==> config.mk <==
export PLATFORM = sky130hd
export DESIGN_NAME = ssd_ctrl
export DESIGN_NICKNAME = d
export VERILOG_FILES = /design/src/ssd_pkg.sv /design/src/ssd_ctrl.sv
export VERILOG_INCLUDE_DIRS = /design/src /design/src/src
export SDC_FILE = /design/constraint.sdc
export NUM_CORES = 1
export LEC_CHECK = 0
export ABC_AREA = 1
export BUFFER_PORTS_ARGS = -buffer_cell sky130_fd_sc_hd__buf_2
export CAP_MARGIN = 15
export CORE_AREA = 2 2 39 41
export DETAILED_ROUTE_END_ITERATION = 8
export DIE_AREA = 0 0 41 43
export PLACE_DENSITY = 0.53
export SYNTH_ARGS = -nofsm -noshare
export SYNTH_HDL_FRONTEND = slang
export SYNTH_SLANG_ARGS = --single-unit
==> constraint.sdc <==
create_clock -name clk -period 1.3 [get_ports clk]
set_clock_uncertainty 0.15 [all_clocks]
set_input_delay 0.325 -clock clk [delete_from_list [all_inputs] [get_ports clk]]
set_output_delay 0.325 -clock clk [all_outputs]
set_load 0.01 [all_outputs]
==> src/stereo_sine_slew_distortion_assert.svh <==
// assertion macros for the slew distortion rtl
// expects clk and arst_n in the scope of each use
`ifndef STEREO_SINE_SLEW_DISTORTION_ASSERT_SVH
`define STEREO_SINE_SLEW_DISTORTION_ASSERT_SVH

// same-cycle implication
`define SSD_ASSERT_IMPL(lbl, pre, post, msg) \
	lbl: assert property (@(posedge clk) disable iff (!arst_n) (pre) |-> (post)) \
		else $error(msg);

// next-cycle implication
`define SSD_ASSERT_NEXT(lbl, pre, post, msg) \
	lbl: assert property (@(posedge clk) disable iff (!arst_n) (pre) |=> (post)) \
		else $error(msg);

`endif

==> src/ssd_pkg.sv <==
// types and constants for the stereo slew distortion block
// no dependencies
package ssd_pkg;

	localparam int SAMPLE_BITS = 24;
	localparam int CFG_DATA_W = 22;

	localparam logic [22:0] PHASE_K = 23'd6710746;
	localparam logic [23:0] PHASE_MAX = 24'd16776865;
	localparam logic [16:0] UNITY_Q16 = 17'd65536;
	localparam longint unsigned HALF_PI_Q30 = 64'd1686629713;
	localparam longint unsigned TAYLOR_DIV [7] = '{
		64'd6, 64'd20, 64'd42, 64'd72, 64'd110, 64'd156, 64'd210
	};

	typedef enum logic [1:0] {
		REG_BOOST_GAIN,
		REG_RATE_SCALE,
		REG_OUTPUT_LEVEL,
		REG_WET_MIX
	} reg_idx_t;

	typedef struct packed {
		logic [21:0] boost_gain;
		logic [18:0] rate_scale;
		logic [16:0] output_level;
		logic [16:0] wet_mix;
	} cfg_t;

	typedef struct packed {
		logic signed [SAMPLE_BITS-1:0] left_in;
		logic signed [SAMPLE_BITS-1:0] right_in;
	} in_word_t;

	typedef struct packed {
		logic signed [SAMPLE_BITS-1:0] left_out;
		logic signed [SAMPLE_BITS-1:0] right_out;
	} out_word_t;

	typedef enum logic [3:0] {
		OP_IDLE,
		OP_MUL_X,
		OP_GET_X,
		OP_GET_T,
		OP_MUL_T,
		OP_GET_Q,
		OP_MUL_Q,
		OP_RD_SIN,
		OP_MUL_LIM,
		OP_GET_LIM,
		OP_UPDATE,
		OP_MUL_LVL,
		OP_GET_Y,
		OP_MUL_DRY,
		OP_MUL_WET,
		OP_FINISH
	} op_t;

	typedef struct packed {
		logic load;
		op_t op;
		logic commit;
	} cmd_t;

endpackage

==> src/ssd_ctrl.sv <==
// sequencer for the slew distortion datapath and output word handshake
// depends on ssd_pkg and the assertion macro header
`include "stereo_sine_slew_distortion_assert.svh"

module ssd_ctrl (
	input logic clk,
	input logic arst_n,
	input logic in_valid,
	output logic in_ready,
	output logic out_valid,
	input logic out_ready,
	output ssd_pkg::cmd_t cmd
);
	import ssd_pkg::*;

	typedef enum logic [3:0] {
		ST_IDLE,
		ST_MUL_X,
		ST_GET_X,
		ST_GET_T,
		ST_MUL_T,
		ST_GET_Q,
		ST_MUL_Q,
		ST_RD_SIN,
		ST_MUL_LIM,
		ST_GET_LIM,
		ST_UPDATE,
		ST_MUL_LVL,
		ST_GET_Y,
		ST_MUL_DRY,
		ST_MUL_WET,
		ST_FINISH
	} state_t;

	state_t state_q;
	state_t state_d;
	logic out_valid_q;
	op_t op;
	logic commit;

	assign commit = (state_q == ST_FINISH) && (!out_valid_q || out_ready);

	always_comb begin
		case (state_q)
			ST_IDLE: begin
				op = OP_IDLE;
				state_d = in_valid ? ST_MUL_X : ST_IDLE;
			end
			ST_MUL_X: begin
				op = OP_MUL_X;
				state_d = ST_GET_X;
			end
			ST_GET_X: begin
				op = OP_GET_X;
				state_d = ST_GET_T;
			end
			ST_GET_T: begin
				op = OP_GET_T;
				state_d = ST_MUL_T;
			end
			ST_MUL_T: begin
				op = OP_MUL_T;
				state_d = ST_GET_Q;
			end
			ST_GET_Q: begin
				op = OP_GET_Q;
				state_d = ST_MUL_Q;
			end
			ST_MUL_Q: begin
				op = OP_MUL_Q;
				state_d = ST_RD_SIN;
			end
			ST_RD_SIN: begin
				op = OP_RD_SIN;
				state_d = ST_MUL_LIM;
			end
			ST_MUL_LIM: begin
				op = OP_MUL_LIM;
				state_d = ST_GET_LIM;
			end
			ST_GET_LIM: begin
				op = OP_GET_LIM;
				state_d = ST_UPDATE;
			end
			ST_UPDATE: begin
				op = OP_UPDATE;
				state_d = ST_MUL_LVL;
			end
			ST_MUL_LVL: begin
				op = OP_MUL_LVL;
				state_d = ST_GET_Y;
			end
			ST_GET_Y: begin
				op = OP_GET_Y;
				state_d = ST_MUL_DRY;
			end
			ST_MUL_DRY: begin
				op = OP_MUL_DRY;
				state_d = ST_MUL_WET;
			end
			ST_MUL_WET: begin
				op = OP_MUL_WET;
				state_d = ST_FINISH;
			end
			ST_FINISH: begin
				op = OP_FINISH;
				state_d = commit ? ST_IDLE : ST_FINISH;
			end
			default: begin
				op = OP_IDLE;
				state_d = ST_IDLE;
			end
		endcase
	end

	always_ff @(posedge clk or negedge arst_n) begin
		if (!arst_n) begin
			state_q <= ST_IDLE;
			out_valid_q <= 1'b0;
		end else begin
			state_q <= state_d;
			if (commit)
				out_valid_q <= 1'b1;
			else if (out_ready)
				out_valid_q <= 1'b0;
		end
	end

	assign in_ready = (state_q == ST_IDLE);
	assign out_valid = out_valid_q;
	assign cmd.load = in_valid && (state_q == ST_IDLE);
	assign cmd.op = op;
	assign cmd.commit = commit;

	`SSD_ASSERT_NEXT(a_load_starts, cmd.load, cmd.op == OP_MUL_X, "accepted word did not start")
	`SSD_ASSERT_IMPL(a_commit_free, cmd.commit, !out_valid_q || out_ready, "result overwritten")
	`SSD_ASSERT_NEXT(a_commit_shows, cmd.commit, out_valid, "committed result not shown")
	`SSD_ASSERT_NEXT(a_finish_waits, (cmd.op == OP_FINISH) && !cmd.commit, cmd.op == OP_FINISH, "finished word dropped")

endmodule

==> out/results.ini, run 1 <==
[route]
wl_per_cell_um=8.92
wirelength_um=740
drc=0
ant_nets=0
first_pass_iters=1
viasPerCell=3.75
via_count=311
drt-initial-drc-count=0

[synth]
yosysTopAreaCell=dfrtp_1
yosysTopAreaCellShare_pct=44.6
yosys_warnings=0
synth_compound_area_share_pct=5.36
synth_cell_types=13
synth_top_family_by_area=simple AND/OR/NAND/NOR gates
synth.mux.area_fraction_pct=0
avgSynthCellArea_um2=7.01
yosys.area_share.simple_pct=29.9
synth_xor_area_share_pct=0
synth_area_um2=280
yosysSeqAreaShare_pct=44.6
synth_cells=40
synthAdderAreaFrac_pct=0
mappedNetlistNets=44
ys_seq_elements=5
synth.area.top_cells=dfrtp_1, nand2_1, inv_1, clkbuf_1, nor2_1

[floorplan]
coreArea_mm2=0.00138
dieArea_mm2=0.00176
start_util_pct=20.3
io_pins=12
die_w_um=41
rows=14
die_h_um=43

[cells_and_area]
design_area_um2=566
drive_gt1_share_pct=65.7
antenna_cells=0
post-route-util_pct=40.9
final_cell_mix=buf_6, buf_4, nand2_1, buf_2
area_growth_pct=102
final_net_count=72
final_common_cell=buf_6

[cts]
cts_tree=done
cts_max_level=1
clkLatencyLatePin_ns=0.23
path_clk_slew_ns=0.04
cts.path.max_buffers=2
cts_root_buf=clkbuf_4
cts-buffers-inserted=3
clock-sinks=5

[timing]
relSlewSlack_pct=89.0
fin_crit_sh_pct=122
fmax_ghz=0.629
worst_pin_slew_ns=0.165
rsz0062_at_grt=true
setup_viol=6
fin_ws_ns=-0.291
drv_slew=0
finalCriticalPeriod_ns=1.59
final_hold_viol_count=0

[critical_path]
required_ns=0.82
cp_slowest_stage_delay_ns=0.41
cp_cell_sequence=nor2_2, nand2_2, inv_2, nand2_2, inv_2, buf_6
end_kind=output pin
worstPathMaxFanout=3
start_kind=flip-flop
path_delay_family=flip-flops
path_class=reg -> out
r2r_setup_slack_ns=0.05
cp_slowest_cell=dfrtp_1
cp.arrival_ns=1.12
path_buf_inv=3

[placement]
place.gp.congestion=0.689
dp_hpwl_um=460
portBuffers=11
placed_cell_area_um2=385

[global_routing]
grt_start_max_net_pins=6
track_usage_pct=10.0
grt_pass1_wl_mm=1.15
antenna_found_initial=0
grt_pass1_vias=315
gr-total-overflow=0

[pwr]
vdd.ir_drop.worst_v=0.000760
p_leak_nw=0.315
power_density_mw_per_mm2=2510

[run_status]
status=finished, violations left
violations=setup timing

[hold_path]
hold_path.class=in -> reg

[job]
cap_violations=0

==> sequential cells by signal (all words and copies together) (netlist names) <==
signal and count:
state_q 4, out_valid 1
==> what timing repair did <==
action                                  CTS  global route
resized for setup                         9            13
hold buffers                              1             0
endpoints found under the setup margin    6             6
endpoints found under the hold margin     5             0
pin swaps                                 2             4
setup buffers                             7             5
==> cells in the mapped netlist, drive strengths merged <==
library cell,n
a21oi,2
buf,1
clkbuf,4
dfrtp,5
inv,9
nand2,11
nand3,1
nor2,6
o21ai,1
==> cell type report <==
| cell class | count | area [µm²] |
|---|---|---|
| fillers | 145 | 818 |
| repair buffers | 28 | 239 |
| flip-flops and latches | 5 | 125 |
| multi-input cells | 21 | 121 |
| inverters | 9 | 33.8 |
| clock buffers | 4 | 26.3 |
| well taps | 16 | 20.0 |
==> worst reg2reg max path: stages (launching register included) <==
cell,delay (ns)
dfrtp_1,0.41
nor2_2,0.15
nand2_2,0.07
inv_2,0.06
nand2_2,0.06
buf_4,0.13
buf_4,0.12
nand2_2,0.05
==> cells by family (layout without fill, tap and decap cells) <==
family	Yosys count	count (layout)
buffers and inverters	14	41
flip-flops	5	5
AO/OA/AOI/OAI	3	3
AND/OR/NAND/NOR	18	18
==> report_power, final <==
group	total [mW]	switching [mW]	internal (mW)
sequential	0.318	0.0812	0.237
clock	0.171	0.0556	0.116
combinational	0.930	0.396	0.535
==> routing by layer <==
metal	routed length, µm	track usage [%]	share of wire, %	up-vias
met5	0	0	0	-
met2	488	17.5	66	3
met1	238	9.18	32	145
li1	-	-	-	163
met4	0	8.00	0	0
met3	13	1.57	1.8	0
==> metrics by stage <==
stage	TNS [ns]	hold WS (ns)	total power, mW	worst slack [ns]	cells
finish	-1.17	0.256	1.42	-0.291	83
global route	-1.56	0.283	1.54	-0.380	83
detailed placement	-0.0617	-0.00811	0.845	-0.0617	69
global placement	-0.0488	-0.00836	0.836	-0.0488	69
floorplan	0	-0.121	0.629	0.00408	40
CTS	-1.16	0.249	1.29	-0.309	80
==> final timing paths <==
path | startpoint | endpoint | cells past startpoint
worst max-delay path | state_q[3]$_DFF_PN0_ | cmd[5] | 6
worst min-delay path | out_ready | out_valid$_DFFE_PN0P_ | 4
worst max register to register | state_q[3]$_DFF_PN0_ | state_q[0]$_DFF_PN0_ | 7
worst min register to register | out_valid$_DFFE_PN0P_ | out_valid$_DFFE_PN0P_ | 4
max in group asynchronous | arst_n | out_valid$_DFFE_PN0P_ | 2
min in group asynchronous | arst_n | state_q[0]$_DFF_PN0_ | 2
Power figures use the tool's default switching activity.
==> run 2, diff against run 1 <==
--- a/config.mk
+++ b/config.mk
@@ -9,10 +9,12 @@
 export ABC_AREA = 1
 export BUFFER_PORTS_ARGS = -buffer_cell sky130_fd_sc_hd__buf_2
 export CAP_MARGIN = 15
+export CELL_PAD_IN_SITES_DETAIL_PLACEMENT = 1
+export CELL_PAD_IN_SITES_GLOBAL_PLACEMENT = 1
 export CORE_AREA = 2 2 39 41
 export DETAILED_ROUTE_END_ITERATION = 8
 export DIE_AREA = 0 0 41 43
-export PLACE_DENSITY = 0.53
+export PLACE_DENSITY = 0.67
 export SYNTH_ARGS = -nofsm -noshare
 export SYNTH_HDL_FRONTEND = slang
 export SYNTH_SLANG_ARGS = --single-unit
==> out/results.ini, run 2 (synthesis gave the netlist of run 1 again) <==
[run_status]
status=finished, violations left
violations=setup timing

[global_routing]
antenna_found_initial=0
grt-busiest-layer=met2
grt_pass1_vias=300
grtUsageMet3_pct=3.66
grt_start_max_net_pins=6
grtUsageMet2_pct=14.7
grt_pass1_wl_mm=1.13
track_usage_pct=10.5
gr-total-overflow=0
grt.met1_usage_pct=10.4

[pwr]
p_switching_uw=498
p_int_uw=731
clkPwrFrac_pct=15.2
p_leak_nw=0.274
pwr-share-comb_pct=58.7
power.share.sequential_pct=26.1
power_density_mw_per_mm2=2550
power_mw=1.23
vdd.ir_drop.worst_v=0.000765
p_sw_share_pct=40.5

[critical_path]
worstPathMaxFanout=4
path_class=reg -> out
cp.arrival_ns=1.14
required_ns=0.82
cp_slowest_cell=dfrtp_1
path_delay_family=flip-flops
end_kind=output pin
r2r-end=state_q[3]$_DFF_PN0_
cp_slowest_stage_delay_ns=0.40
r2r_start=state_q[2]$_DFF_PN0_
cp_cell_sequence=nor2_2, nand2_2, inv_2, nand2_2, inv_2, buf_6
path_buf_inv=3
start_kind=flip-flop
r2r_cells=7
r2r_setup_slack_ns=-0.05

[timing]
holdWs_ns=0.247
rsz0062_at_grt=true
fmax_ghz=0.621
drv_slew=0
tns_ns=-1.24
fin_crit_sh_pct=124
setup_viol=7
finalCriticalPeriod_ns=1.61
relSlewSlack_pct=89.3
final_hold_viol_count=0
worst_pin_slew_ns=0.161
fin_ws_ns=-0.310

[cts]
cts_tree=done
cts.path.max_buffers=2
clock-sinks=5
cts-buffers-inserted=3
cts_root_buf=clkbuf_4
cts_max_level=1
clkLatencyLatePin_ns=0.25
path_clk_slew_ns=0.05

[route]
first_pass_iters=2
drt-initial-drc-count=1
drc=0
viasPerCell=4.01
ant_nets=0
wirelength_um=782
via_count=305
wl_per_cell_um=10.3

[placement]
dp.cells=69
place.gp.congestion=0.755
placed_cell_area_um2=385
portBuffers=11
pre_cts_ws_ns=-0.0839
dp_hpwl_um=549

[hold_path]
hold_path.class=in -> reg
hp-start=out_ready
hold_depth=4
min_to=out_valid$_DFFE_PN0P_

[floorplan]
die_h_um=43
start_util_pct=20.3
io_pins=12
die_w_um=41
rows=14
coreArea_mm2=0.00138
dieArea_mm2=0.00176

[cells_and_area]
final_net_count=65
antenna_cells=0
fin_cells=76
area_growth_pct=71.9
top_register=state_q
drive_gt1_share_pct=60.0
final_cell_mix=nand2_1, buf_2, buf_4
post-route-util_pct=34.8
largest_reg_flops=4
fillers=176
design_area_um2=482

[job]
cap_violations=0

[run 2: cell count changes in the layout (fill, tap and decap cells not counted)]
cell / before / now
nor2_4: 2 / 1
inv_2: 5 / 4
nand2_4: 1 / 0
inv_1: 4 / 5
nand2_1: 6 / 7
buf_4: 10 / 7
nor2_2: 2 / 4
buf_2: 6 / 7
buf_6: 11 / 6
nor2_1: 2 / 1
[run 2: worst reg2reg max path: stages, from the launching register on]
cell and delay, ns:
dfrtp_1 0.42, buf_4 0.16, buf_6 0.11, buf_4 0.13
inv_1 0.07, nor2_2 0.05, o21ai_1 0.12, inv_1 0.05
[run 2: final cells by class]
type	count	area, µm²	share of cell area, %
Timing Repair Buffer	21	165	34.3
Sequential cell	5	125	26.0
Multi-Input combinational cell	21	111	23.1
Inverter	9	33.8	7.01
Clock buffer	4	26.3	5.45
Tap cell	16	20.0	4.16
[run 2: worst max path at each step]
stage	startpoint	to	slack (ns)	depth (start not counted)
2_1_floorplan	out_valid$_DFFE_PN0P_	cmd[0]	0.004	6
3_3_place_gp	state_q[0]$_DFF_PN0_	cmd[5]	-0.06	6
3_5_place_dp	state_q[1]$_DFF_PN0_	cmd[5]	-0.08	6
4_1_cts	state_q[0]$_DFF_PN0_	cmd[5]	-0.33	6
5_1_grt	state_q[1]$_DFF_PN0_	cmd[5]	-0.41	6
6_report	state_q[1]$_DFF_PN0_	cmd[5]	-0.31	6
[run 2: what timing repair did]
action / in CTS / in global routing
buffers inserted: 3 / 1
cloned: 0 / 0
endpoints found under the hold margin: 5 / 0
hold buffers: 1 / 0
pin swaps: 2 / 5
endpoints found under the setup margin: 6 / 7
resized for setup: 7 / 5
[run 2: routing by layer]
layer	part of all wire, %	wire length [µm]
met4	2.2	17
met2	55	432
met3	5.8	45
met1	37	286
met5	0	0
[run 2: power groups by stage]
stage | combinational [mW] | clock, mW | sequential, mW
2_1_floorplan | 0.316 | 0 | 0.312
3_3_place_gp | 0.532 | 0 | 0.302
3_5_place_dp | 0.547 | 0 | 0.310
4_1_cts | 0.665 | 0.197 | 0.314
5_1_grt | 0.792 | 0.206 | 0.333
6_report | 0.721 | 0.187 | 0.321
